`src/sv/fidg_pkg.sv`:
```
// Shared constants, types and state encoding for the firmware image digest generator.
package fidg_pkg;

	// Hash seed and generator constants
	localparam logic [31:0] SEED     = 32'h9E37_79B9;
	localparam logic [31:0] LCG_MUL  = 32'd1103515245;
	localparam logic [31:0] LCG_ADD  = 32'd12345;

	// Digest sizing
	localparam int HASH_BYTES_DEF = 32;
	localparam int MAX_DIGEST     = 32;
	localparam int IDX_W          = 5;

	// Controller states
	typedef enum logic {
		ST_ABSORB,
		ST_EXPAND
	} state_t;

	// Commands from controller to datapath
	typedef struct packed {
		logic absorb;   // fold the input byte into the running hash
		logic start;    // seed the generator with the final hash, reset the hash
		logic emit;     // step the generator and load the output register
	} cmd_t;

	// Status from datapath to controller
	typedef struct packed {
		logic idx_last; // generator is on the final digest byte
	} status_t;

endpackage

```
`src/sv/firmware_image_digest_generator.sv`:
```
// Top level of the firmware image digest generator.
//
// Input channel (in_valid / in_stall) carries one image byte per transaction:
// data_byte, byte_present (absorb the byte) and last_byte (end of image).
// A transaction with byte_present low and last_byte high closes an empty image.
// Bytes are absorbed at one per cycle, outside expansion, into a 32-bit running hash.
// On the last transaction the hash seeds a 32-bit generator, one multiply and
// add per step, and the block sends max(1, min(HASH_BYTES, 32)) digest
// transactions on the output channel (out_valid / out_stall): digest_byte,
// digest_index, digest_last. Once the generator is seeded, digest bytes are
// loaded into the output register one per cycle while the receiver does not
// stall; the generator register step sets that rate. in_stall is high during
// expansion, so no image byte is taken while the digest is produced.
// When the receiver stalls, the output register holds its transaction and
// expansion pauses. Absorbing resumes right after the final digest byte is
// loaded, even while it still waits to be taken.
// Reset clears both valid/state registers and returns the hash to its seed.
module firmware_image_digest_generator #(
	parameter int HASH_BYTES = fidg_pkg::HASH_BYTES_DEF
) (
	input  logic                       clk,
	input  logic                       arst_n,
	input  logic                       in_valid,
	output logic                       in_stall,
	input  logic [7:0]                 data_byte,
	input  logic                       byte_present,
	input  logic                       last_byte,
	output logic                       out_valid,
	input  logic                       out_stall,
	output logic [7:0]                 digest_byte,
	output logic [fidg_pkg::IDX_W-1:0] digest_index,
	output logic                       digest_last
);

	fidg_pkg::cmd_t    cmd;
	fidg_pkg::status_t status;

	// Sequence the run
	fidg_ctrl u_ctrl (
		.clk          (clk),
		.arst_n       (arst_n),
		.in_valid     (in_valid),
		.in_stall     (in_stall),
		.byte_present (byte_present),
		.last_byte    (last_byte),
		.out_valid    (out_valid),
		.out_stall    (out_stall),
		.cmd          (cmd),
		.status       (status)
	);

	// Hash and generate
	fidg_datapath #(
		.HASH_BYTES (HASH_BYTES)
	) u_datapath (
		.clk          (clk),
		.arst_n       (arst_n),
		.cmd          (cmd),
		.status       (status),
		.data_byte    (data_byte),
		.digest_byte  (digest_byte),
		.digest_index (digest_index),
		.digest_last  (digest_last)
	);

endmodule

```
`src/sv/fidg_datapath.sv`:
```
// Datapath: running hash, digest generator and output payload registers.
module fidg_datapath #(
	parameter int HASH_BYTES = fidg_pkg::HASH_BYTES_DEF
) (
	input  logic                       clk,
	input  logic                       arst_n,
	input  fidg_pkg::cmd_t             cmd,
	output fidg_pkg::status_t          status,
	input  logic [7:0]                 data_byte,
	output logic [7:0]                 digest_byte,
	output logic [fidg_pkg::IDX_W-1:0] digest_index,
	output logic                       digest_last
);

	// Number of digest bytes per run, clamped to the index span and at least one
	localparam int LEN_SAT = (HASH_BYTES > fidg_pkg::MAX_DIGEST) ? fidg_pkg::MAX_DIGEST
	                                                              : HASH_BYTES;
	localparam int DIGEST_LEN = (LEN_SAT < 1) ? 1 : LEN_SAT;
	localparam logic [fidg_pkg::IDX_W-1:0] LAST_IDX = fidg_pkg::IDX_W'(DIGEST_LEN - 1);

	logic [31:0]                hash_q;
	logic [31:0]                x_q;
	logic [fidg_pkg::IDX_W-1:0] idx_q;
	logic [31:0]                mixed;
	logic [31:0]                hash_n;
	logic [31:0]                x_n;

	// Absorb step: xor the byte in, then add the shifted copies
	always_comb begin
		mixed  = hash_q ^ {24'd0, data_byte};
		hash_n = cmd.absorb ? (mixed + (mixed << 6) + (mixed >> 2)) : hash_q;
	end

	// One generator step
	assign x_n = x_q * fidg_pkg::LCG_MUL + fidg_pkg::LCG_ADD;

	assign status.idx_last = (idx_q == LAST_IDX);

	// Hold the running hash; return it to the seed once the digest starts
	always_ff @(posedge clk or negedge arst_n) begin
		if (!arst_n) begin
			hash_q <= fidg_pkg::SEED;
		end else if (cmd.start) begin
			hash_q <= fidg_pkg::SEED;
		end else if (cmd.absorb) begin
			hash_q <= hash_n;
		end
	end

	// Advance the generator and the digest position
	always_ff @(posedge clk or negedge arst_n) begin
		if (!arst_n) begin
			idx_q <= '0;
		end else if (cmd.start) begin
			idx_q <= '0;
		end else if (cmd.emit) begin
			idx_q <= idx_q + 1'b1;
		end
	end

	always_ff @(posedge clk) begin
		if (cmd.start) begin
			x_q <= hash_n;
		end else if (cmd.emit) begin
			x_q <= x_n;
		end
	end

	// Load the output payload
	always_ff @(posedge clk) begin
		if (cmd.emit) begin
			digest_byte  <= x_n[23:16];
			digest_index <= idx_q;
			digest_last  <= status.idx_last;
		end
	end

endmodule

```
`src/sv/fidg_ctrl.sv`:
```
// Controller: sequences absorb and digest expansion, owns both handshakes.
module fidg_ctrl (
	input  logic               clk,
	input  logic               arst_n,
	input  logic               in_valid,
	output logic               in_stall,
	input  logic               byte_present,
	input  logic               last_byte,
	output logic               out_valid,
	input  logic               out_stall,
	output fidg_pkg::cmd_t     cmd,
	input  fidg_pkg::status_t  status
);

	fidg_pkg::state_t state_q;
	fidg_pkg::state_t state_n;
	logic             out_valid_q;
	logic             out_free;

	assign out_free  = !out_valid_q || !out_stall;
	assign out_valid = out_valid_q;

	// Hold the state
	always_ff @(posedge clk or negedge arst_n) begin
		if (!arst_n) begin
			state_q <= fidg_pkg::ST_ABSORB;
		end else begin
			state_q <= state_n;
		end
	end

	// Next state and commands
	always_comb begin
		state_n    = state_q;
		in_stall   = 1'b1;
		cmd.absorb = 1'b0;
		cmd.start  = 1'b0;
		cmd.emit   = 1'b0;
		case (state_q)
			fidg_pkg::ST_ABSORB: begin
				in_stall = 1'b0;
				if (in_valid) begin
					cmd.absorb = byte_present;
					if (last_byte) begin
						cmd.start = 1'b1;
						state_n   = fidg_pkg::ST_EXPAND;
					end
				end
			end
			fidg_pkg::ST_EXPAND: begin
				if (out_free) begin
					cmd.emit = 1'b1;
					if (status.idx_last) begin
						state_n = fidg_pkg::ST_ABSORB;
					end
				end
			end
			default: begin
				state_n = fidg_pkg::ST_ABSORB;
			end
		endcase
	end

	// Set valid on a load, drop it once the transaction is taken
	always_ff @(posedge clk or negedge arst_n) begin
		if (!arst_n) begin
			out_valid_q <= 1'b0;
		end else if (cmd.emit) begin
			out_valid_q <= 1'b1;
		end else if (!out_stall) begin
			out_valid_q <= 1'b0;
		end
	end

endmodule
```
`config.mk`:
```
export PLATFORM = sky130hd
export DESIGN_NAME = firmware_image_digest_generator
export DESIGN_NICKNAME = d
export VERILOG_FILES = /design/src/sv/fidg_pkg.sv /design/src/sv/firmware_image_digest_generator.sv /design/src/sv/fidg_datapath.sv /design/src/sv/fidg_ctrl.sv
export SDC_FILE = /design/constraint.sdc
export NUM_CORES = 1
export LEC_CHECK = 0
export ABC_CLOCK_PERIOD_IN_PS = 8200
export CORE_AREA = 5 5 116 173
export DETAILED_ROUTE_END_ITERATION = 8
export DIE_AREA = 0 0 121 178
export DONT_BUFFER_PORTS = 1
export GPL_ROUTABILITY_DRIVEN = 0
export PLACE_DENSITY = 0.75
export SLEW_MARGIN = 5
export SYNTH_ARGS = -nofsm -noshare
export SYNTH_HDL_FRONTEND = slang
export SYNTH_HIERARCHICAL = 1
export SYNTH_SLANG_ARGS = --single-unit
```
`constraint.sdc`:
```
create_clock -name clk -period 8.2 [get_ports clk]
set_input_delay 2.05 -clock clk [delete_from_list [all_inputs] [get_ports clk]]
set_output_delay 2.05 -clock clk [all_outputs]
set_load 0.01 [all_outputs]
```
==> out/results.tsv, run 1 <==
stage	metric	value	unit
timing	hold slack	0.494	ns
timing	Tcrit/Tclk final	81.0	%
detailed_routing	Routed Antenna Nets	0	
cells_and_area	layout cells sized above 1	5.26	%
global_route	largest net degree at the start of global routing	54	
timing	relative slew slack	49.9	%
die	Rows	61	
cells_and_area	Layout Nets	1415	
yosys	Mapped Cells	1101	
clocking	Clk pin slew, worst setup/hold paths	0.06	ns
cells_and_area	most frequent cells in the layout	281 x inv_1, 175 x ha_1, 128 x fa_1, 53 x nand2_1, 49 x a21oi_1	
yosys	Post-Synth XOR/XNOR Area	6.09	%
hold_path	hold path startpoint	u_datapath/idx_q[4]	
yosys	register bit total from synthesis	77	
timing	FMAX	0.151	GHz
placed_design	Placed Area	0.0110	sq mm
detailed_routing	WL per Instance	17.9	microns
placed_design	port buffer count	0	
hold_path	WHS Endpoint	u_datapath/digest_index[4]	
timing	Fin Setup TNS	0	ns
die	core area	0.0184	sq mm
yosys	Synth Cell Area	0.0108	sq mm
yosys	Post-synth ARST share	50.6	%
clocking	TritonCTS clock tree	done	
yosys	register area share after synthesis	19.9	%
hold_path	min-delay worst type	flip-flop to flip-flop	
global_route	GR Util All Layers	24.3	%
cells_and_area	Multi-input gate area	0.00750	sq mm
critical_path	startpoint types	flip-flop	
yosys	synth warn	6	
clocking	# clock sinks	77	
clocking	CTS Buffer Depth	2	
yosys	adder-cell share of the synthesized area	44.1	%
timing	RSZ-0062 raised after global routing	false	
clocking	postcts setup bufs	0	
die	Starting Density	58.6	%
detailed_routing	initial drt markers	379	
yosys	Simple-Gate Fraction of Synth Area	7.35	%
hold_path	hold path depth	0	
yosys	Compound-Gate Fraction of Synth Area	9.60	%
die	die height	178	microns
detailed_routing	Via density	5.45	
die	boundary pin count	30	
yosys	largest family of logic cells by synthesized area	adder cells	
global_route	GR Overflow Total	0	
yosys	Synth Area per Inst	9.80	sq um
detailed_routing	drt total wl	24300	microns
critical_path	critical path arrival	6.75	ns
placed_design	DP HPWL	20400	microns
yosys	Primary FF master, synth	edfxtp_1	
critical_path	CP endpoint kind	flip-flop	
yosys	count of flip-flops with a built-in enable after synthesis	38	
cells_and_area	Finished Cell Area	0.0113	sq mm
clocking	CTS H-tree depth	3	
critical_path	Worst R2R Start	u_datapath/x_q[0]	
cells_and_area	diodes inserted	0	
die	Die Wd	121	microns
cells_and_area	register area	0.00214	sq mm
global_route	vias in the first global route	8144	
timing	final setup violating endpoints	0	
detailed_routing	DR pass1 iterations	5	
clocking	# hold bufs at CTS	0	
critical_path	Reg2Reg Depth	24	
outcome	status	finished clean	
clocking	CTS root buf	clkbuf_16	
timing	Clock Skew	0.00782	ns
timing	fin. max-slew vios	0	
global_route	global-route wire length before repair	40200	microns
die	full die area	0.0215	sq mm
global_route	initial antenna violation count	0	
timing	minimum clock period	6.64	ns
cells_and_area	fillers	1521	
critical_path	Reg2Reg Setup Slack	1.56	ns
clocking	# resized after CTS	0	
critical_path	FF-to-FF End	u_datapath/x_q[22]	
run	Max-Cap Viols	0	
critical_path	Worst Setup Path Type	flip-flop to flip-flop	
critical_path	Required @ worst endpoint	8.30	ns
timing	Worst-Margin Slew	0.744	ns
clocking	Worst-Skew Late Latency	0.35	ns
cells_and_area	commonest non-fill, non-tap cell in the layout	inv_1	
yosys	Cell variety after synth	63	
detailed_routing	via count	7391	
clocking	CTS buffer count	9	
yosys	syn_nets	1418	
cells_and_area	area grow syn2layout	5.14	%
timing	Hold Vio Cnt, Final	0	
critical_path	Crit. Startpoint	u_datapath/x_q[0]	
yosys	mux share of post-synthesis cell area	2.35	%
critical_path	Critical Path Fanout Max	10	
detailed_routing	# DRC	0	
## Yosys cell counts, types with 3 or more instances
master | number | area [sq um]
or2_2 | 4 | 25.0
a21oi_1 | 49 | 245
mux2i_1 | 22 | 220
o31a_1 | 4 | 35.0
o21ai_0 | 25 | 125
nor2_1 | 46 | 173
o21bai_1 | 7 | 52.6
buf_6 | 3 | 33.8
edfxtp_1 | 38 | 1140
o21ai_1 | 3 | 15.0
fa_1 | 128 | 2560
a21o_1 | 15 | 113
nand2b_1 | 10 | 62.6
a21oi_2 | 3 | 26.3
nand3_1 | 6 | 30.0
inv_1 | 281 | 1050
xor2_1 | 28 | 245
clkbuf_1 | 11 | 41.3
a31oi_1 | 10 | 62.6
nand4_1 | 4 | 25.0
a211oi_1 | 3 | 22.5
ha_1 | 175 | 2190
and3_1 | 7 | 43.8
nor2b_1 | 6 | 37.5
nor3_1 | 9 | 45.0
or3_1 | 7 | 43.8
xnor2_1 | 47 | 412
dfstp_2 | 20 | 526
mux2_2 | 3 | 33.8
nand2_1 | 53 | 199
o21a_1 | 11 | 82.6
and2_1 | 6 | 37.5
dfrtp_1 | 19 | 475
## state kept, by name, indices dropped and copies added (netlist names)
signal	count
u_ctrl/out_valid	1
u_ctrl/state_q	1
u_datapath/digest_byte	8
u_datapath/digest_index	5
u_datapath/digest_last	1
u_datapath/hash_q	32
u_datapath/idx_q	5
u_datapath/x_q	24
## worst max path at each step
stage | endpoint | slack [ns] | depth (start not counted)
2_1_floorplan | u_datapath/x_q[22] | 2.00 | 23
3_3_place_gp | u_datapath/x_q[22] | 1.66 | 24
3_5_place_dp | u_datapath/x_q[22] | 1.55 | 24
4_1_cts | u_datapath/x_q[22] | 1.55 | 24
5_1_grt | u_datapath/x_q[22] | 1.22 | 24
6_report | u_datapath/x_q[22] | 1.56 | 24
## critical path, cell delays in order, from the launching register on
cell,delay (ns)
edfxtp_1,0.70
inv_1,0.10
ha_1,0.41
inv_1,0.25
ha_1,0.19
inv_1,0.05
fa_1,0.38
fa_1,0.51
inv_1,0.04
ha_1,0.26
inv_1,0.05
fa_1,0.53
inv_1,0.05
fa_1,0.38
fa_1,0.41
ha_1,0.44
a21o_1,0.23
nand2_1,0.09
nand2b_1,0.06
a21o_1,0.22
or3_1,0.31
o211ai_1,0.27
o21ai_1,0.13
xor2_1,0.17
a21o_1,0.18
## per-stage QoR
step	util (%)	setup slack, ns	cells
6_report	61.7	1.56	1355
5_1_grt	61.7	1.22	1355
4_1_cts	61.7	1.55	1355
3_5_place_dp	60.0	1.55	1339
3_3_place_gp	60.0	1.66	1339
2_1_floorplan	-	2.00	1101
## cell families after synthesis
logic type | count (synthesis)
AO/OA/AOI/OAI | 156
multiplexers | 25
XOR/XNOR | 75
adder cells (fa/ha/maj) | 303
AND/OR/NAND/NOR | 166
buffers and inverters | 299
flip-flops | 77
## cell type report
class / count / share of cell area [%]
well taps: 252 / 2.78
repair buffers: 3 / 0.199
inverters: 282 / 9.33
clock buffers: 9 / 1.99
clock inverters: 7 / 0.684
multi-input cells: 725 / 66.1
flip-flops and latches: 77 / 18.9
## layer usage
| layer | share of wire (%) | wire length [microns] | vias up | global-route usage, % |
|---|---|---|---|---|
| met3 | 3.1 | 765 | 69 | 2.25 |
| li1 | - | - | 3522 | - |
| met5 | 0 | 0 | - | 0 |
| met1 | 38 | 9210 | 3619 | 27.3 |
| met4 | 5.2 | 1260 | 0 | 12.5 |
| met2 | 54 | 13100 | 181 | 45.3 |
Power of run 1 is left out: the tool's default activity adds up to more than one toggle a clock period on the data nets, which glitch-free logic cannot reach.
==> run 2: changes to the inputs <==
Settings changed: ABC_CLOCK_PERIOD_IN_PS 8200 to 6200.
Clock period 8.2 ns to 6.2 ns, I/O delays scaled along.
==> run 2 against run 1 <==
  * First-iteration DRC count decreased by 6.9%
  * Hold slack got worse by 0.0037 ns
  * Sequential share of layout area decreased by 0.76 points
  * Sequential cell count unchanged
  * Setup slack got worse by 1.6 ns
  * Count of clock-buffer cells in the layout unchanged
  * Core utilization increased by 2.6 points
  * Largest cell class unchanged
  * Highest routed layer unchanged
==> out/results.tsv, run 2 (same netlist as run 1, synthesis figures left out) <==
stage	metric	value	unit	change
critical_path	CP endpoint kind	flip-flop		unchanged
global_route	GR Util All Layers	25.3	%	was 24.3%
timing	minimum clock period	6.20	ns	was 6.64 ns
die	die height	178	microns	unchanged
clocking	# clock sinks	77		unchanged
global_route	initial antenna violation count	0		unchanged
clocking	Worst-Skew Late Latency	0.35	ns	about the same
cells_and_area	max reg flops	32		unchanged
timing	Tcrit/Tclk final	100	%	was 81.0%
hold_path	min-delay worst type	flip-flop to flip-flop		unchanged
detailed_routing	# DRC	0		unchanged
clocking	CTS Buffer Depth	2		unchanged
clocking	# hold bufs at CTS	0		unchanged
die	Rows	61		unchanged
timing	final setup violating endpoints	0		unchanged
die	full die area	0.0215	sq mm	unchanged
timing	Hold Vio Cnt, Final	0		unchanged
die	core area	0.0184	sq mm	unchanged
clocking	CTS H-tree depth	3		unchanged
die	Die Wd	121	microns	unchanged
cells_and_area	diodes inserted	0		unchanged
detailed_routing	drt total wl	25700	microns	was 24,300 microns
timing	Clock Skew	0.0104	ns	was 0.00782 ns
critical_path	Crit-path slowest cell	fa_2		was edfxtp_1
run	Max-Cap Viols	0		unchanged
detailed_routing	via count	7711		was 7,391
global_route	GR Overflow Total	0		unchanged
cells_and_area	Layout Nets	1453		was 1,415
placed_design	port buffer count	0		unchanged
cells_and_area	commonest non-fill, non-tap cell in the layout	inv_1		unchanged
placed_design	Placed Area	0.0113	sq mm	was 0.0110 sq mm
timing	relative slew slack	56.6	%	was 49.9%
global_route	largest net degree at the start of global routing	54		unchanged
cells_and_area	Biggest register	u_datapath/hash_q		unchanged
outcome	status	finished clean		unchanged
critical_path	Worst Setup Path Type	flip-flop to flip-flop		unchanged
detailed_routing	WL per Instance	18.5	microns	was 17.9 microns
die	boundary pin count	30		unchanged
critical_path	startpoint types	flip-flop		unchanged
cells_and_area	most frequent cells in the layout	274 x inv_1, 166 x ha_1, 121 x fa_1, 53 x nand2_1, 48 x a21oi_1		was 281 x inv_1, 175 x ha_1, 128 x fa_1, 53 x nand2_1, 49 x a21oi_1
clocking	TritonCTS clock tree	done		unchanged
clocking	CTS buffer count	9		unchanged
timing	FMAX	0.161	GHz	was 0.151 GHz
critical_path	Critical Path Fanout Max	4		was 10
critical_path	cell mode on critical path	inv_2		was inv_1
cells_and_area	Largest regs	u_datapath/hash_q: 32 flops, u_datapath/x_q: 24 flops, u_datapath/digest_byte: 8 flops		unchanged
clocking	CTS root buf	clkbuf_16		unchanged
critical_path	Required @ worst endpoint	6.30	ns	was 8.30 ns
detailed_routing	Routed Antenna Nets	0		unchanged
critical_path	critical path arrival	6.30	ns	was 6.75 ns
critical_path	CP delay by family, top	adder cells		unchanged
global_route	vias in the first global route	8524		was 8,144
cells_and_area	final core utilization	64.2	%	was 61.7%
timing	Fin Setup TNS	0	ns	unchanged
detailed_routing	Via density	5.54		was 5.45
timing	fin. max-slew vios	0		unchanged
cells_and_area	area grow syn2layout	9.52	%	was 5.14%
timing	Worst-Margin Slew	0.648	ns	was 0.744 ns
clocking	Clk pin slew, worst setup/hold paths	0.07	ns	was 0.06 ns
timing	RSZ-0062 raised after global routing	true		was false
detailed_routing	initial drt markers	353		was 379
global_route	global-route wire length before repair	42200	microns	was 40,200 microns
critical_path	crit path buf inv count	4		was 6
critical_path	crit-path cells	ha_4, fa_1, fa_1, inv_2, fa_1, inv_2, ha_4, inv_2, fa_2, inv_2, fa_2, fa_2, ha_4, a21o_1, nand2_1, nand2b_1, a21o_1, or3_1, o211ai_1, o21ai_1, xor2_1, a21o_1		was inv_1, ha_1, inv_1, ha_1, inv_1, fa_1, fa_1, inv_1, ha_1, inv_1, fa_1, inv_1, fa_1, fa_1, ha_1, a21o_1, nand2_1, nand2b_1, a21o_1, or3_1, o211ai_1, o21ai_1, xor2_1, a21o_1
cells_and_area	layout cells sized above 1	11.3	%	was 5.26%
detailed_routing	DR pass1 iterations	5		unchanged
cells_and_area	Finished Cell Area	0.0118	sq mm	was 0.0113 sq mm
critical_path	Crit path largest cell delay	0.54	ns	was 0.70 ns
die	Starting Density	58.6	%	unchanged
placed_design	DP HPWL	21200	microns	was 20,400 microns
==> run 2: changes by cell type in the layout (fill, tap and decap cells not counted), moves of 7 or more <==
| cell | before | now |
|---|---|---|
| buf_4 | 3 | 41 |
| ha_1 | 175 | 166 |
| fa_1 | 128 | 121 |
| fa_2 | 0 | 7 |
| ha_4 | 0 | 7 |
| inv_1 | 281 | 274 |
| inv_2 | 0 | 7 |
==> run 2: final timing paths <==
check | slack [ns] | start | end | depth (start not counted)
worst max-delay path | 0.003 | u_datapath/x_q[8] | u_datapath/x_q[22] | 22
worst min-delay path | 0.49 | u_datapath/idx_q[4] | u_datapath/digest_index[4] | 0
worst max register to register | 0.003 | u_datapath/x_q[8] | u_datapath/x_q[22] | 22
worst min register to register | 0.49 | u_datapath/idx_q[4] | u_datapath/digest_index[4] | 0
max in group asynchronous | 5.11 | arst_n | u_datapath/hash_q[5] | 0
min in group asynchronous | 0.89 | arst_n | u_ctrl/state_q | 0
==> run 2: per-stage QoR <==
step / hold WS (ns) / setup WS, ns / instances
2_1_floorplan: 0.452 / 0.00351 / 1101
3_3_place_gp: 0.470 / 0.0653 / 1370
3_5_place_dp: 0.476 / -0.0243 / 1370
4_1_cts: 0.493 / 0.00588 / 1387
5_1_grt: 0.521 / -0.143 / 1393
6_report: 0.490 / 0.00290 / 1393
==> run 2: what timing repair did <==
item | 4_1_cts | 5_1_grt
setup endpoints to repair | 2 | 15
resized for setup | 2 | 35
setup buffers | 1 | 6
endpoints found under the hold margin | 0 | 0
pin swaps | 4 | 19
gates cloned | 0 | 0
==> run 2: routing by layer <==
metal / GRT usage, % / vias to the layer above / routed length (microns)
li1: - / 3599 / -
met1: 27.5 / 3842 / 9440
met2: 47.3 / 180 / 13900
met3: 2.47 / 90 / 778
met4: 14.6 / 0 / 1580
met5: 0 / - / 0
==> run 2: cell type report <==
type                       count  area, sq um
fill                        1449         6580
clock inverter                 7          104
sequential                    77         2140
timing repair buffer          41          308
inverter                     282         1060
multi-input combinational    725         7660
clock buffer                   9          225
tap                          252          315
==> run 2: worst register-to-register path: cells and delay by family, from the launching register on <==
family	cells	cell delay, ns
and+or+nand+nor	3	0.48
buffers and inverters	4	0.16
DFF	1	0.48
xor gates and xnor gates	1	0.18
adders and majority gates	9	3.77
AOI/OAI and AO/OA	5	0.88
Power of run 2 is left out for the same reason.
==> run 3: changes to the inputs <==
==> constraint.sdc (replaced) <==
create_clock -name clk -period 6.2 [get_ports clk]
set_input_delay 0.62 -clock clk [delete_from_list [all_inputs] [get_ports clk]]
set_output_delay 0.62 -clock clk [all_outputs]
set_load 0.01 [all_outputs]
==> run 3 against run 2 <==
  * Die area stayed put
  * Clock skew is 0.0027 ns higher
  * Sequential share of layout area decreased by 0.061 points
  * Final cell count increased by 0.14%
  * Maximum frequency grew 0.41%
  * Sequential cell count unchanged
  * Global-route usage fell by 0.15 points
  * Register-to-register slack improved by 0.03 ns
  * Critical path type unchanged
==> out/results.tsv, run 3 (same netlist as run 1, synthesis figures left out) <==
stage	metric	value	unit	change
die	full die area	0.0215	sq mm	unchanged
die	core area	0.0184	sq mm	unchanged
die	boundary pin count	30		unchanged
critical_path	Worst Setup Path Type	flip-flop to flip-flop		unchanged
detailed_routing	drt total wl	25800	microns	was 25,700 microns
critical_path	Crit-path slowest cell	fa_2		unchanged
run	Max-Cap Viols	0		unchanged
global_route	vias in the first global route	8448		was 8,524
detailed_routing	# DRC	0		unchanged
cells_and_area	most frequent cells in the layout	278 x inv_1, 165 x ha_1, 117 x fa_1, 53 x nand2_1, 47 x a21oi_1		was 274 x inv_1, 166 x ha_1, 121 x fa_1, 53 x nand2_1, 48 x a21oi_1
placed_design	port buffer count	0		unchanged
clocking	TritonCTS clock tree	done		unchanged
timing	Worst-Margin Slew	1.12	ns	was 0.648 ns
critical_path	crit-path cells	ha_4, fa_2, fa_1, inv_1, fa_1, inv_1, ha_1, inv_1, fa_2, inv_2, fa_2, fa_2, ha_4, a21o_1, nand2_1, nand2b_1, a21o_1, or3_1, o211ai_1, o21ai_1, xor2_1, a21o_1		was ha_4, fa_1, fa_1, inv_2, fa_1, inv_2, ha_4, inv_2, fa_2, inv_2, fa_2, fa_2, ha_4, a21o_1, nand2_1, nand2b_1, a21o_1, or3_1, o211ai_1, o21ai_1, xor2_1, a21o_1
cells_and_area	max reg flops	32		unchanged
timing	Tcrit/Tclk final	99.5	%	was 100%
critical_path	Reg2Reg Depth	22		unchanged
clocking	CTS Buffer Depth	2		unchanged
timing	minimum clock period	6.17	ns	was 6.20 ns
clocking	Worst-Skew Late Latency	0.35	ns	about the same
global_route	largest net degree at the start of global routing	54		unchanged
cells_and_area	Layout Nets	1455		was 1,453
outcome	status	finished clean		unchanged
global_route	global-route wire length before repair	41700	microns	was 42,200 microns
timing	FMAX	0.162	GHz	was 0.161 GHz
critical_path	Required @ worst endpoint	6.31	ns	was 6.30 ns
clocking	CTS root buf	clkbuf_16		unchanged
timing	fin. max-slew vios	0		unchanged
global_route	initial antenna violation count	0		unchanged
cells_and_area	Biggest register	u_datapath/hash_q		unchanged
critical_path	critical path arrival	6.28	ns	was 6.30 ns
timing	Hold Vio Cnt, Final	0		unchanged
detailed_routing	via count	7643		was 7,711
detailed_routing	DR pass1 iterations	4		was 5
timing	Clock Skew	0.0131	ns	was 0.0104 ns
die	Starting Density	58.6	%	unchanged
clocking	CTS buffer count	9		unchanged
critical_path	Crit path largest cell delay	0.54	ns	about the same
detailed_routing	initial drt markers	363		was 353
clocking	# clock sinks	77		unchanged
hold_path	min-delay worst type	primary input to async pin		was flip-flop to flip-flop
critical_path	WP depth	22		unchanged
cells_and_area	layout cells sized above 1	11.6	%	was 11.3%
timing	hold slack	0.110	ns	was 0.490 ns
critical_path	cell mode on critical path	fa_2		was inv_2
global_route	GR Util All Layers	25.2	%	was 25.3%
timing	final setup violating endpoints	0		unchanged
cells_and_area	commonest non-fill, non-tap cell in the layout	inv_1		unchanged
cells_and_area	Largest regs	u_datapath/hash_q: 32 flops, u_datapath/x_q: 24 flops, u_datapath/digest_byte: 8 flops		unchanged
cells_and_area	final core utilization	64.4	%	was 64.2%
critical_path	CP endpoint kind	flip-flop		unchanged
critical_path	startpoint types	flip-flop		unchanged
critical_path	CP delay by family, top	adder cells		unchanged
placed_design	DP HPWL	21000	microns	was 21,200 microns
die	die height	178	microns	unchanged
timing	RSZ-0062 raised after global routing	true		unchanged
detailed_routing	Routed Antenna Nets	0		unchanged
detailed_routing	WL per Instance	18.5	microns	about the same
detailed_routing	Via density	5.48		was 5.54
global_route	GR Overflow Total	0		unchanged
clocking	Clk pin slew, worst setup/hold paths	0.07	ns	about the same
cells_and_area	area grow syn2layout	9.89	%	was 9.52%
critical_path	crit path buf inv count	4		unchanged
die	Rows	61		unchanged
critical_path	Critical Path Fanout Max	3		was 4
timing	relative slew slack	25.0	%	was 56.6%
die	Die Wd	121	microns	unchanged
cells_and_area	diodes inserted	0		unchanged
clocking	CTS H-tree depth	3		unchanged
## run 3: cell types whose count changed in the layout (fill, tap and decap cells not counted), moves of 2 or more
cell      previous run  this run
inv_1              274       278
inv_2                7         3
fa_1               121       117
inv_6                3         1
fa_2                 7        11
clkinv_4             0         2
o21ai_0             23        21
inv_8                1         3
## run 3: what timing repair did
action                     in CTS  in global routing
hold endpoints to repair       19                  0
hold buffers                    1                  0
buffers inserted                2                  6
setup endpoints to repair       2                 14
pin swaps                       3                 24
resized for setup               4                 40
## run 3: stage by stage
step	setup TNS [ns]	instances	setup WS, ns	instance area [sq um]
6_report	0	1395	0.0284	11900
5_1_grt	-0.352	1395	-0.170	11900
4_1_cts	0	1389	0.0143	11600
3_5_place_dp	-0.0248	1370	-0.0248	11300
3_3_place_gp	0	1370	0.0665	11300
2_1_floorplan	0	1101	0.00351	10800
## run 3: worst paths after layout
kind                       slack [ns]                 from                         end
min in group clk                 0.44            out_stall            u_ctrl/out_valid
max in group asynchronous        4.58               arst_n       u_datapath/hash_q[10]
max reg2reg                      0.03    u_datapath/x_q[8]          u_datapath/x_q[22]
max                              0.03    u_datapath/x_q[8]          u_datapath/x_q[22]
min                              0.11               arst_n       u_datapath/hash_q[25]
min reg2reg                      0.50  u_datapath/idx_q[4]  u_datapath/digest_index[4]
## run 3: layout make-up
cell class              instances  area (sq um)
multi-input cells             725          7700
fillers                      1467          6540
flip-flops and latches         77          2140
inverters                     282          1060
repair buffers                 43           325
well taps                     252           315
clock buffers                   9           225
clock inverters                 7          90.1
## run 3: per-layer routing
layer  track usage, %  part of all wire (%)  up-vias
met2             46.8                    53      202
met4             15.9                   6.4        0
li1                 -                     -     3602
met5                0                     0        -
met3             2.13                   3.2       92
met1             27.1                    37     3747
Power of run 3 is left out for the same reason.
